$ cat src/hw/rtl/hss_pkg.sv
package hss_pkg;

  localparam int unsigned MotorW    = 16;
  localparam int unsigned SampleW   = 8;
  localparam int unsigned PhaseW    = 3;
  localparam int unsigned CoilW     = 4;
  localparam int unsigned CfgIdxW   = 1;
  localparam int unsigned CfgDataW  = 16;

  localparam logic [CfgIdxW-1:0] CfgMotorInterval    = 1'd0;
  localparam logic [CfgIdxW-1:0] CfgDebounceInterval = 1'd1;

  localparam logic [MotorW-1:0]  MotorIntervalRst    = 16'd50;
  localparam logic [SampleW-1:0] DebounceIntervalRst = 8'd1;

  // One tick word as seen by the button detector
  typedef struct packed {
    logic accept;
    logic level;
  } hss_tick_t;

  function automatic logic [CoilW-1:0] coil_lookup(input logic [PhaseW-1:0] phase);
    logic [CoilW-1:0] pat;
    case (phase)
      3'd0:    pat = 4'b1000;
      3'd1:    pat = 4'b1100;
      3'd2:    pat = 4'b0100;
      3'd3:    pat = 4'b0110;
      3'd4:    pat = 4'b0010;
      3'd5:    pat = 4'b0011;
      3'd6:    pat = 4'b0001;
      3'd7:    pat = 4'b1001;
      default: pat = 4'b0000;
    endcase
    return pat;
  endfunction

endpackage

$ cat src/hw/rtl/hss_if.sv
interface hss_tick_if;
  logic valid;
  logic ready;
  logic button;

  modport source (output valid, output button, input ready);
  modport sink   (input valid, input button, output ready);
endinterface

interface hss_result_if;
  logic       valid;
  logic       ready;
  logic [3:0] coil_pattern;
  logic [2:0] phase_index;
  logic       forward;
  logic       stepped;

  modport source (output valid, output coil_pattern, output phase_index,
                  output forward, output stepped, input ready);
  modport sink   (input valid, input coil_pattern, input phase_index,
                  input forward, input stepped, output ready);
endinterface

interface hss_cfg_if;
  logic        valid;
  logic        ready;
  logic [0:0]  index;
  logic [15:0] data;

  modport source (output valid, output index, output data, input ready);
  modport sink   (input valid, input index, input data, output ready);
endinterface

$ cat src/hw/rtl/stepper_half_step_sequencer_unit.sv
// Channel   Dir  Word
// tick_i    in   button level for one timer tick
// result_o  out  coil_pattern, phase_index, forward, stepped
// cfg_i     in   register index and write data
//
// One tick word is taken per clock while tick_i.ready is high; its result
// word shows in the next cycle from the output register.
// tick_i.ready is low only while a result waits and result_o.ready is low.
// Reset clears counters, phase, direction and coils; intervals return to
// 50 and 1. cfg_i is always ready.
module stepper_half_step_sequencer_unit (
  input  logic         clk_i,
  input  logic         rst_ni,
  hss_tick_if.sink     tick_i,
  hss_result_if.source result_o,
  hss_cfg_if.sink      cfg_i
);
  import hss_pkg::*;

  logic [MotorW-1:0]  motor_interval_q;
  logic [SampleW-1:0] debounce_interval_q;

  logic [MotorW-1:0]  motor_elapsed_q, motor_elapsed_d;
  logic [MotorW:0]    motor_sum;
  logic               motor_fire;
  logic [PhaseW-1:0]  phase_q, phase_d;
  logic [CoilW-1:0]   coil_q, coil_d;
  logic               dir_q, dir_d;
  logic               toggle;
  logic               accept;
  logic               stepped;
  hss_tick_t          tick;

  logic               out_valid_q;
  logic [CoilW-1:0]   out_coil_q;
  logic [PhaseW-1:0]  out_phase_q;
  logic               out_fwd_q;
  logic               out_step_q;

  assign tick_i.ready = !out_valid_q || result_o.ready;
  assign accept       = tick_i.valid && tick_i.ready;
  assign cfg_i.ready  = 1'b1;

  always_ff @(posedge clk_i or negedge rst_ni) begin
    if (!rst_ni) begin
      motor_interval_q    <= MotorIntervalRst;
      debounce_interval_q <= DebounceIntervalRst;
    end else if (cfg_i.valid) begin
      case (cfg_i.index)
        CfgMotorInterval:    motor_interval_q    <= cfg_i.data[MotorW-1:0];
        CfgDebounceInterval: debounce_interval_q <= cfg_i.data[SampleW-1:0];
        default: ;
      endcase
    end
  end

  assign motor_sum  = {1'b0, motor_elapsed_q} + {{MotorW{1'b0}}, 1'b1};
  assign motor_fire = (motor_sum >= {1'b0, motor_interval_q});

  assign tick.accept = accept;
  assign tick.level  = tick_i.button;

  hss_debounce u_debounce (
    .clk_i      (clk_i),
    .rst_ni     (rst_ni),
    .tick_i     (tick),
    .interval_i (debounce_interval_q),
    .toggle_o   (toggle)
  );

  // step uses the direction held before this tick's button check
  always_comb begin
    motor_elapsed_d = motor_elapsed_q;
    phase_d         = phase_q;
    coil_d          = coil_q;
    dir_d           = dir_q;
    stepped         = 1'b0;
    if (accept) begin
      if (motor_fire) begin
        motor_elapsed_d = '0;
        phase_d         = dir_q ? phase_q + 3'd1 : phase_q - 3'd1;
        coil_d          = coil_lookup(phase_d);
        stepped         = 1'b1;
      end else begin
        motor_elapsed_d = motor_sum[MotorW-1:0];
      end
      dir_d = dir_q ^ toggle;
    end
  end

  always_ff @(posedge clk_i or negedge rst_ni) begin
    if (!rst_ni) begin
      motor_elapsed_q <= '0;
      phase_q         <= '0;
      coil_q          <= '0;
      dir_q           <= 1'b0;
      out_valid_q     <= 1'b0;
    end else begin
      motor_elapsed_q <= motor_elapsed_d;
      phase_q         <= phase_d;
      coil_q          <= coil_d;
      dir_q           <= dir_d;
      if (accept) begin
        out_valid_q <= 1'b1;
      end else if (result_o.ready) begin
        out_valid_q <= 1'b0;
      end
    end
  end

  always_ff @(posedge clk_i) begin
    if (accept) begin
      out_coil_q  <= coil_d;
      out_phase_q <= phase_d;
      out_fwd_q   <= dir_d;
      out_step_q  <= stepped;
    end
  end

  assign result_o.valid        = out_valid_q;
  assign result_o.coil_pattern = out_coil_q;
  assign result_o.phase_index  = out_phase_q;
  assign result_o.forward      = out_fwd_q;
  assign result_o.stepped      = out_step_q;

endmodule

$ cat src/hw/rtl/hss_debounce.sv
module hss_debounce (
  input  logic                     clk_i,
  input  logic                     rst_ni,
  input  hss_pkg::hss_tick_t       tick_i,
  input  logic [hss_pkg::SampleW-1:0] interval_i,
  output logic                     toggle_o
);
  import hss_pkg::*;

  logic [SampleW-1:0] elapsed_q, elapsed_d;
  logic [SampleW:0]   sum;
  logic               fire;
  logic               prev_q, prev_d;
  logic               handled_q, handled_d;

  assign sum  = {1'b0, elapsed_q} + {{SampleW{1'b0}}, 1'b1};
  assign fire = (sum >= {1'b0, interval_i});

  always_comb begin
    elapsed_d = elapsed_q;
    prev_d    = prev_q;
    handled_d = handled_q;
    toggle_o  = 1'b0;
    if (tick_i.accept) begin
      if (fire) begin
        elapsed_d = '0;
        if (tick_i.level != prev_q) begin
          // level moved: rearm
          prev_d    = tick_i.level;
          handled_d = 1'b0;
        end else if (!handled_q) begin
          handled_d = 1'b1;
          toggle_o  = tick_i.level;
        end
      end else begin
        elapsed_d = sum[SampleW-1:0];
      end
    end
  end

  always_ff @(posedge clk_i or negedge rst_ni) begin
    if (!rst_ni) begin
      elapsed_q <= '0;
      prev_q    <= 1'b0;
      handled_q <= 1'b0;
    end else begin
      elapsed_q <= elapsed_d;
      prev_q    <= prev_d;
      handled_q <= handled_d;
    end
  end

endmodule

$ cat src/flat_wrapper.sv
// flat-port wrapper written by rule: the top's interface ports become plain ports
module stepper_half_step_sequencer_unit_flat import hss_pkg::*;
  (clk_i, rst_ni, tick_i_valid, tick_i_button, tick_i_ready, result_o_valid, result_o_coil_pattern, result_o_phase_index, result_o_forward, result_o_stepped, result_o_ready, cfg_i_valid, cfg_i_index, cfg_i_data, cfg_i_ready);
  hss_tick_if tick_i_i ();
  hss_result_if result_o_i ();
  hss_cfg_if cfg_i_i ();
  input  logic clk_i;
  input  logic rst_ni;
  input wire logic [$bits(tick_i_i.valid)-1:0] tick_i_valid;
  input wire logic [$bits(tick_i_i.button)-1:0] tick_i_button;
  output wire logic [$bits(tick_i_i.ready)-1:0] tick_i_ready;
  output wire logic [$bits(result_o_i.valid)-1:0] result_o_valid;
  output wire logic [$bits(result_o_i.coil_pattern)-1:0] result_o_coil_pattern;
  output wire logic [$bits(result_o_i.phase_index)-1:0] result_o_phase_index;
  output wire logic [$bits(result_o_i.forward)-1:0] result_o_forward;
  output wire logic [$bits(result_o_i.stepped)-1:0] result_o_stepped;
  input wire logic [$bits(result_o_i.ready)-1:0] result_o_ready;
  input wire logic [$bits(cfg_i_i.valid)-1:0] cfg_i_valid;
  input wire logic [$bits(cfg_i_i.index)-1:0] cfg_i_index;
  input wire logic [$bits(cfg_i_i.data)-1:0] cfg_i_data;
  output wire logic [$bits(cfg_i_i.ready)-1:0] cfg_i_ready;
  assign tick_i_i.valid = tick_i_valid;
  assign tick_i_i.button = tick_i_button;
  assign tick_i_ready = tick_i_i.ready;
  assign result_o_valid = result_o_i.valid;
  assign result_o_coil_pattern = result_o_i.coil_pattern;
  assign result_o_phase_index = result_o_i.phase_index;
  assign result_o_forward = result_o_i.forward;
  assign result_o_stepped = result_o_i.stepped;
  assign result_o_i.ready = result_o_ready;
  assign cfg_i_i.valid = cfg_i_valid;
  assign cfg_i_i.index = cfg_i_index;
  assign cfg_i_i.data = cfg_i_data;
  assign cfg_i_ready = cfg_i_i.ready;
  stepper_half_step_sequencer_unit u_core (.clk_i(clk_i), .rst_ni(rst_ni), .tick_i(tick_i_i), .result_o(result_o_i), .cfg_i(cfg_i_i));
endmodule
$ cat config.mk
export PLATFORM = sky130hd
export DESIGN_NAME = stepper_half_step_sequencer_unit_flat
export DESIGN_NICKNAME = d
export VERILOG_FILES = /design/src/hw/rtl/hss_pkg.sv /design/src/hw/rtl/hss_if.sv /design/src/hw/rtl/stepper_half_step_sequencer_unit.sv /design/src/hw/rtl/hss_debounce.sv /design/src/flat_wrapper.sv
export SDC_FILE = /design/constraint.sdc
export NUM_CORES = 1
export LEC_CHECK = 0
export ABC_CLOCK_PERIOD_IN_PS = 4600
export BUFFER_PORTS_ARGS = -buffer_cell sky130_fd_sc_hd__buf_2
export CORE_MARGIN = 2
export CORE_UTILIZATION = 59
export CTS_CLUSTER_DIAMETER = 40
export DETAILED_ROUTE_END_ITERATION = 10
export GPL_TIMING_DRIVEN = 0
export PLACE_DENSITY = 0.89
export REMOVE_ABC_BUFFERS = 1
export SLEW_MARGIN = 0
export SYNTH_ARGS = -nofsm -noshare
export SYNTH_HDL_FRONTEND = slang
export SYNTH_SLANG_ARGS = --single-unit
$ cat constraint.sdc
create_clock -name clk_i -period 4.6 [get_ports clk_i]
set_input_delay 0.23 -clock clk_i [delete_from_list [all_inputs] [get_ports clk_i]]
set_output_delay 0.23 -clock clk_i [all_outputs]
set_load 0.01 [all_outputs]
Yosys cells after proc, flatten, opt, wreduce, memory -nomap -nowiden
Memory sizes are Yosys's and may differ from the RTL's.
Index checks and enable logic that the tools add are counted.
Word-level totals
  bits in registers: 68
  bits in read-only memories: 32
  bits of input ports: 23
  output and inout port bits: 12
  word-level logic and storage cells: 48
  memories kept: 1
Operators by class
  $add $sub $neg: 4
  order comparisons: 2
  equality and inequality tests: 1
  muxes and demuxes: 16
  bitwise operators: 2
  reduce and logical (&&, ||, !) cells: 8
Memories
  (name not given): words 8, bits a word 4, rd ports 1, clocked after memory_dff 0, wr ports 0, line hss_pkg.sv:24  | case (phase)
Operators with widths (count)
  $add 16x1->17 const B: 1
  $ge 17x16->1: 1
  $mux 16: 1
  $add 8x1->9 const B: 1
  $ge 9x8->1: 1
  $mux 1: 9
  $mux 3: 3
  $mux 4: 2
  $mux 8: 1
  $reduce_and 2->1: 3
  $add 3x1->3 const B: 1
  $reduce_and 3->1: 1
  $sub 3x1->3 const B: 1
  $reduce_bool 2->1: 1
  $logic_and 1x1->1: 1
  $logic_not 1->1: 1
  $logic_or 1x1->1: 1
  $ne 1x1->1: 1
  $not 1->1: 1
  $xor 1x1->1: 1

Depth between registers and ports, before layout
Gate-level depths: netlist of the first run.
  word-level depth: 6
  gate-level depth with buffers: 15

Cells and area by module
A second synthesis of the first run with hierarchy kept.
Second synthesis, totals
  cell total of the unflattened synthesis: 377
  area total of the unflattened synthesis: 3811.2 um^2
By module, submodules not included
  stepper_half_step_sequencer_unit: instances 1, cells each 288, area an instance 2987.9 um^2, seq. area each 1501.4 um^2
  hss_debounce: instances 1, cells each 89, area an instance 823.3 um^2, seq. area each 250.2 um^2

Least setup slack after synthesis of the first run
No wires, ideal clock.
  path kind: reg2reg
  from: reg u_core.motor_elapsed_q[0]
  to: reg u_core.out_coil_q[0] (netlist: u_core.result_o.coil_pattern[0]), data pin
  data arrival time: 3.059 ns
  setup slack: 1.278 ns
  cell stages (with the launch flop): 14
  buffers on the path: 1
  period minus slack after synthesis: 3.322 ns
  path through: dfrtp_1 > ha_1 > and4_1 > nor2b_1 > nand3_1 > xnor2_1 > ha_1 > a21o_1 > nand3_1 > a31oi_1 > or4_4 > and2_4 > buf_6 > mux2_4
On the way
  word-level cells in the longest chain between the ends: 4
RTL lines
  start: declaration: line stepper_half_step_sequencer_unit.sv:23  | logic [MotorW-1:0] motor_elapsed_q, motor_elapsed_d;
  start signal: assignment: line stepper_half_step_sequencer_unit.sv:99  | motor_elapsed_q <= motor_elapsed_d;
  $add 16x1->17: line stepper_half_step_sequencer_unit.sv:57  | assign motor_sum = {1'b0, motor_elapsed_q} + {{MotorW{1'b0}}, 1'b1};
  $ge 17x16->1: line stepper_half_step_sequencer_unit.sv:58  | assign motor_fire = (motor_sum >= {1'b0, motor_interval_q});
  $mux 4: line stepper_half_step_sequencer_unit.sv:79  | if (motor_fire) begin
  $mux 4: line stepper_half_step_sequencer_unit.sv:78  | if (accept) begin
  via u_core.coil_d[0]: line stepper_half_step_sequencer_unit.sv:27  | logic [CoilW-1:0] coil_q, coil_d;
  end signal: assignment: line stepper_half_step_sequencer_unit.sv:113  | out_coil_q <= coil_d;
  end: declaration: line stepper_half_step_sequencer_unit.sv:35  | logic [CoilW-1:0] out_coil_q;
The timed path passes the listed nets, and every way through them passes these cells.
A chain may end at the register's enable or synchronous reset.

Worst setup path after layout of the first run
  from: reg u_core.motor_elapsed_q[0]
  to: reg u_core.out_coil_q[2] (netlist: u_core.result_o.coil_pattern[2]), data pin
Same word-level chain as after synthesis.

==> results of run 1 <==
==> layout make-up <==
cell class	count	area (um^2)	area share [%]
Sequential cell	68	1750	42.5
Timing Repair Buffer	34	183	4.43
Multi-Input combinational cell	252	1810	44.0
Clock inverter	6	31.3	0.759
Tap cell	77	96.3	2.34
Clock buffer	10	128	3.10
Inverter	31	116	2.83
==> report_power, final <==
part           leakage, uW  internal (uW)  switching (uW)
clock network    0.0000832            190             225
logic              0.00107            287             320
registers         0.000825            745             101
==> critical path, stage by stage, from the launching register on <==
cell and delay (ns):
dfrtp_1 0.46, ha_1 0.31, and4_1 0.28, nor2b_1 0.34, and2_1 0.23, xor2_1 0.09, ha_1 0.31, nand3_1 0.14
or2_2 0.36, a311oi_1 0.36, or4_4 0.35, and2_4 0.26, mux2_4 0.32
==> per-layer routing <==
layer | GRT usage (%) | vias to the layer above | routed length, um
met5 | 0 | - | 0
met3 | 3.66 | 12 | 303
met1 | 28.9 | 1336 | 3220
met4 | 10.9 | 0 | 129
li1 | - | 1321 | -
met2 | 35.7 | 63 | 3490
==> kinds of logic (layout without fill, tap and decap cells) <==
group	count (synthesis)	in the layout
flops	68	68
other cells	1	1
xor+xnor	25	25
compound gates	71	71
fa+ha+maj	30	30
simple gates	107	107
mux	18	18
buf+inv	41	81
==> through the flow <==
step / instances / setup WS, ns / util [%]
6_report: 478 / 0.554 / 66.0
5_1_grt: 478 / 0.364 / 66.0
4_1_cts: 478 / 0.595 / 66.0
3_5_place_dp: 462 / 0.600 / 63.4
3_3_place_gp: 461 / 0.730 / 63.1
2_1_floorplan: 351 / 1.20 / -
==> registers in the layout, summed over array words and instances (netlist names) <==
register	cells
u_core.coil_q	4
u_core.result_o.forward	1
u_core.result_o.phase_index	3
u_core.u_debounce.prev_q	1
u_core.dir_q	1
u_core.debounce_interval_q	8
u_core.u_debounce.elapsed_q	8
u_core.phase_q	3
u_core.motor_interval_q	16
u_core.result_o.stepped	1
u_core.motor_elapsed_q	16
u_core.result_o.valid	1
u_core.u_debounce.handled_q	1
u_core.result_o.coil_pattern	4
==> placed cells by master, fill, tap and decap left out, types with 3 or more instances in the layout <==
cell type,instances
dfstp_2,4
inv_1,31
mux2_4,3
ha_1,29
buf_2,32
a21o_1,5
xor2_1,6
a22o_1,8
o21ai_0,37
edfxtp_1,9
xnor2_1,19
nor2b_1,5
and3_1,6
mux2_2,13
nand2_1,44
and2_1,4
nand3_1,15
nor2_1,9
a21oi_1,9
nand4_1,4
o2bb2ai_1,3
clkinv_2,4
clkbuf_8,9
nand2b_1,7
dfrtp_1,55
==> path summary, 6_finish.rpt <==
| kind | from | to | slack [ns] | cells past startpoint |
|---|---|---|---|---|
| min in group clk_i | cfg_i_data[9] | u_core.motor_interval_q[9]$_DFFE_PN0P_ | 0.08 | 3 |
| worst min-delay path | rst_ni | u_core.u_debounce.prev_q$_DFFE_PN0P_ | -0.07 | 1 |
| max in group asynchronous | rst_ni | u_core.motor_elapsed_q[11]$_DFFE_PN0P_ | 4.17 | 1 |
| worst max register to register | u_core.motor_elapsed_q[0]$_DFFE_PN0P_ | u_core.result_o.coil_pattern[2]$_DFFE_PP_ | 0.55 | 12 |
| worst min register to register | u_core.debounce_interval_q[1]$_DFFE_PN0P_ | u_core.debounce_interval_q[1]$_DFFE_PN0P_ | 0.51 | 1 |
| worst max-delay path | u_core.motor_elapsed_q[0]$_DFFE_PN0P_ | u_core.result_o.coil_pattern[2]$_DFFE_PP_ | 0.55 | 12 |
==> run metrics, run 1 <==
status finished, violations left; violated checks negative hold slack; first-pass GRT wire length 12200 um; placed cell area 3960 um^2; period utilization between 80% and 90%; clock sink total between 60 and 70; Wirelength per Cell 14.9 um; CTS tree done; DP HPWL 4920 um; Synth Area in Adders 10.2%; top cells by count, synth 55 x dfrtp_1, 44 x nand2_1, 37 x o21ai_0, 31 x inv_1, 29 x ha_1; EDFF count, synth 9; fin crit period 4.05 ns; synthesized cell area 3740 um^2; Die Span Y 83.6 um; flops & latches, synth 68; drc violations 0; worst-margin pin slew 1.07 ns; via/cell ratio 5.72; Overflow after GRT 0; Worst-path clk slew approximately 0.070 ns; upper clock frequency limit 247 MHz; CTS Buf Count 9; Max-slew headroom ~28%; VDD IR max 0.319 mV; top post-synthesis cells by area dfrtp_1 37%, ha_1 9.7%, edfxtp_1 7.2%; setup TNS 0 ns; Post-Synth XOR/XNOR Area slightly below 6%; critical path arrival 4.15 ns; post-cts sizing count 0; Final GP Congestion approximately 0.84; CTS Hold Bufs 0; simple-gate share of the synthesized area 14.7%; post-synthesis compound-gate area fraction 11.8%; Mean Syn Cell Area 10.4 um^2; Mapped Cells around 360; Final Skew 0.00534 ns; Core Region 6240 um^2; Worst Path Max Fanout 20; CP Class reg2reg; fillers 500; Hold Violations, Final 55; H-tree levels 3; Skew-Pair Late Insertion Delay 0.35 ns; RSZ-0062 raised after global routing no; PD cells 453 nW/um^2; Setup crit end kind flop; DRT Wirelength 7140 um; endpoints failing setup 0; total track usage 22.0%; top cell type's share of synthesized area 36.8%; Tot Pwr 1870 uW; number of global-route vias before repair 2683; Lkg Pwr a little under 0.002 uW; setup repair bufs after CTS 0; clk buf depth 2; die area 7000 um^2; hold slack -0.0675 ns; antenna-violating nets left 0; post-synthesis mux area share 5.65%; ys async rst share about 87%; initial antenna violation count 0; Core Rows 29; Final Max Tran Viols 0; crit path launch type flop; die width 83.6 um; area grow syn2layout 10.1%; routed via count 2732; I/O pin cnt 35; # diodes 0; cell with the most instances after synthesis dfrtp_1; Syn. warnings 0; Starting Density 60.0%; Req. time, crit path 4.71 ns; DR iter-0 viols 242; 1st-pass router iterations 4; Final #Nets between 400 and 500; Yosys cell types 45; max-cap violation count 0; Port Buffer Count 33; post-synth top area cell dfrtp_1; post-synthesis sequential area ratio 46.8%; worst hold path type in2async; largest family of logic cells by synthesized area simple AND/OR/NAND/NOR gates; design area 4120 um^2; Root Driver clkbuf_8; fraction of layout cells with a size suffix above 1 19.7%; pin count of the biggest net entering global routing 60; Post-synth top flop dfrtp_1
(Power assumes the default switching activity.)
==> inputs of run 2 (changes only) <==
- ABC_CLOCK_PERIOD_IN_PS: 4600 -> 4900
- CORE_UTILIZATION: 59 -> 60
- GPL_TIMING_DRIVEN: 0 -> unset
- PLACE_DENSITY: 0.89 -> 0.91
- clock period: 4.6 -> 4.9 ns (I/O delays scaled with it)
==> run 2 against run 1 <==
Net effect: the flow now finishes without violations; non-clock buffer count unchanged; sequential share of layout area up 0.21 points; total power fell by 7.1%; sequential power is 6.0% lower; routed wire length rose by 1.2%; clock skew increased by 0.0025 ns; combinational power decreased by 7.6%; die area decreased by 1.6%; design area decreased by 0.49%; critical path type unchanged; critical endpoint is now u_core.result_o.coil_pattern[0]$_DFFE_PP_; highest routed layer unchanged.
==> run metrics, run 2 (synthesized netlist as in run 1, its figures left out) <==
Wirelength per Cell 15.2 um (was 14.9 um); critical path's slowest cell or4_1 (was dfrtp_1); max-cap violation count 0 (unchanged); combinational power share 32.3% (was 32.5%); Overflow after GRT 0 (unchanged); Worst path top cell family by delay simple AND/OR/NAND/NOR gates (unchanged); Final GP Congestion 0.856 (was 0.841); pin count of the biggest net entering global routing 60 (unchanged); Lkg Pwr 0.00197 uW (was 0.00198 uW); DRT Wirelength 7220 um (was 7140 um); Die Span Y 83.0 um (was 83.6 um); biggest regs u_core.motor_elapsed_q x16, u_core.motor_interval_q x16 (unchanged); Final Skew 0.00788 ns (was 0.00534 ns); total track usage 22.6% (was 22.0%); Max-slew headroom 28.4% (was 27.9%); via/cell ratio 5.71 (was 5.72); commonest cells after routing, fill and taps aside 55 x dfrtp_1, 44 x nand2_1, 37 x o21ai_0 (unchanged); drc violations 0 (unchanged); fin util 68.4% (was 66.0%); DP HPWL 5030 um (was 4920 um); crit path launch type flop (unchanged); routed via count 2720 (was 2732); RSZ-0062 raised after global routing no (unchanged); 1st-pass router iterations 4 (unchanged); Worst-path clk slew 0.07 ns (about the same); DR iter-0 viols 209 (was 242); clock sink total 68 (unchanged); switching power of the nets 590 uW (was 646 uW); GR met3 Demand/Resource 4.27% (was 3.66%); initial antenna violation count 0 (unchanged); status finished clean (was finished, violations left); post-cts sizing count 0 (unchanged); PD cells 423 nW/um^2 (was 453 nW/um^2); max incr delay on CP 0.49 ns (was 0.46 ns); CTS Buf Count 9 (unchanged); r2r endpoint u_core.result_o.coil_pattern[0]$_DFFE_PP_ (was u_core.result_o.coil_pattern[2]$_DFFE_PP_); Buf+Inv Stages, Crit Path 0 (unchanged); Worst Path Max Fanout 20 (unchanged); area grow syn2layout 9.53% (was 10.1%); CP Class reg2reg (unchanged); cell mode on critical path ha_1 (unchanged); number of global-route vias before repair 2777 (was 2683); critical path arrival 3.96 ns (was 4.15 ns); Setup crit end kind flop (unchanged); antenna-violating nets left 0 (unchanged); Post-Layout Cell Count 476 (was 478); Placed Cells 460 (was 462); Clk pwr share 21.8% (was 22.2%); Pint 1140 uW (was 1220 uW); Skew-Pair Late Insertion Delay 0.35 ns (about the same); commonest non-fill, non-tap cell in the layout dfrtp_1 (unchanged); Starting Density 62.5% (was 60.0%); VDD IR max 0.268 mV (was 0.319 mV); Port Buffer Count 33 (unchanged); Core Region 5990 um^2 (was 6240 um^2); Req. time, crit path 5.01 ns (was 4.71 ns); FF-to-FF setup slack 1.05 ns (was 0.55 ns); hold slack 0.0366 ns (was -0.0675 ns); Root Driver clkbuf_8 (unchanged); r2r worst-path depth 12 (unchanged); Core Rows 28 (was 29); worst-margin pin slew 1.07 ns (about the same); GRT met1 Usage 29.5% (was 28.9%); upper clock frequency limit 260 MHz (was 247 MHz); Hold Violations, Final 0 (was 55); worst hold path type in2async (unchanged); Sw Share 34.0% (was 34.6%); clk buf depth 2 (unchanged); die width 83.0 um (was 83.6 um); share of power burned in registers 45.9% (was 45.3%); Final Max Tran Viols 0 (unchanged); met2 Resource Use GR 35.5% (was 35.7%); first-pass GRT wire length 12500 um (was 12200 um); fraction of layout cells with a size suffix above 1 18.7% (was 19.7%); endpoints failing setup 0 (unchanged); setup repair bufs after CTS 0 (unchanged); die area 6880 um^2 (was 7000 um^2); busiest grt layer met2 (unchanged); H-tree levels 3 (unchanged); CTS tree done (unchanged); Worst R2R Start u_core.motor_elapsed_q[0]$_DFFE_PN0P_ (unchanged); period utilization 78.5% (was 88.0%); # diodes 0 (unchanged); Final #Nets 449 (unchanged); I/O pin cnt 35 (unchanged); fin crit period 3.85 ns (was 4.05 ns); crit-path cells ha_1, and4_1, nor2b_1, nand3_1, xnor2_1, ha_1, nand4_1, or4_1, a31oi_1, or4_4, and2_4, mux2_4 (was ha_1, and4_1, nor2b_1, and2_1, xor2_1, ha_1, nand3_1, or2_2, a311oi_1, or4_4, and2_4, mux2_4); setup TNS 0 ns (unchanged); CTS Hold Bufs 0 (unchanged)
## run 2: changes by cell type in the layout (fill, tap and decap cells not counted), sizes merged
cell      change
clkinv        -1
clkinvlp      -1
clkbuf        +2
## run 2: area by class of cell
type | instances | area, um^2
fill | 436 | 1890
clock buffer | 12 | 135
timing repair buffer | 34 | 173
multi-input combinational | 252 | 1810
inverter | 31 | 116
tap | 75 | 93.8
clock inverter | 4 | 16.3
sequential | 68 | 1750
## run 2: layer usage
metal	wire length, um	part of all wire (%)	vias up
met3	343	4.8	16
met2	3530	49	72
met5	0	0	-
li1	-	-	1313
met4	180	2.5	0
met1	3170	44	1319
## run 2: power by group through the flow
stage	Combinational, uW	Sequential, uW	Clock (uW)
after floorplan	417	786	0
after global placement	525	792	0
after CTS	564	794	382
after detailed placement	557	803	0
final	560	795	378
after global routing	638	812	407
## run 2: worst max-delay path by stage
stage                                                            to  slack (ns)  cells after the start                                  start
after global placement    u_core.result_o.coil_pattern[0]$_DFFE_PP_        1.29                     12  u_core.motor_elapsed_q[0]$_DFFE_PN0P_
after detailed placement  u_core.result_o.coil_pattern[3]$_DFFE_PP_        1.09                     12  u_core.motor_elapsed_q[0]$_DFFE_PN0P_
final                     u_core.result_o.coil_pattern[0]$_DFFE_PP_        1.05                     12  u_core.motor_elapsed_q[0]$_DFFE_PN0P_
after global routing      u_core.result_o.coil_pattern[0]$_DFFE_PP_        0.80                     13  u_core.motor_elapsed_q[2]$_DFFE_PN0P_
after CTS                 u_core.result_o.coil_pattern[3]$_DFFE_PP_        1.08                     12  u_core.motor_elapsed_q[0]$_DFFE_PN0P_
after floorplan           u_core.result_o.coil_pattern[0]$_DFFE_PP_        1.50                     12  u_core.motor_elapsed_q[0]$_DFFE_PN0P_
## run 2: per-stage QoR
step           instance area (um^2)  total power [uW]  setup slack, ns
6_report                       4100              1730             1.05
4_1_cts                        4100              1740             1.08
5_1_grt                        4100              1860            0.805
3_5_place_dp                   3950              1360             1.09
2_1_floorplan                  3680              1200             1.50
3_3_place_gp                   3950              1320             1.29
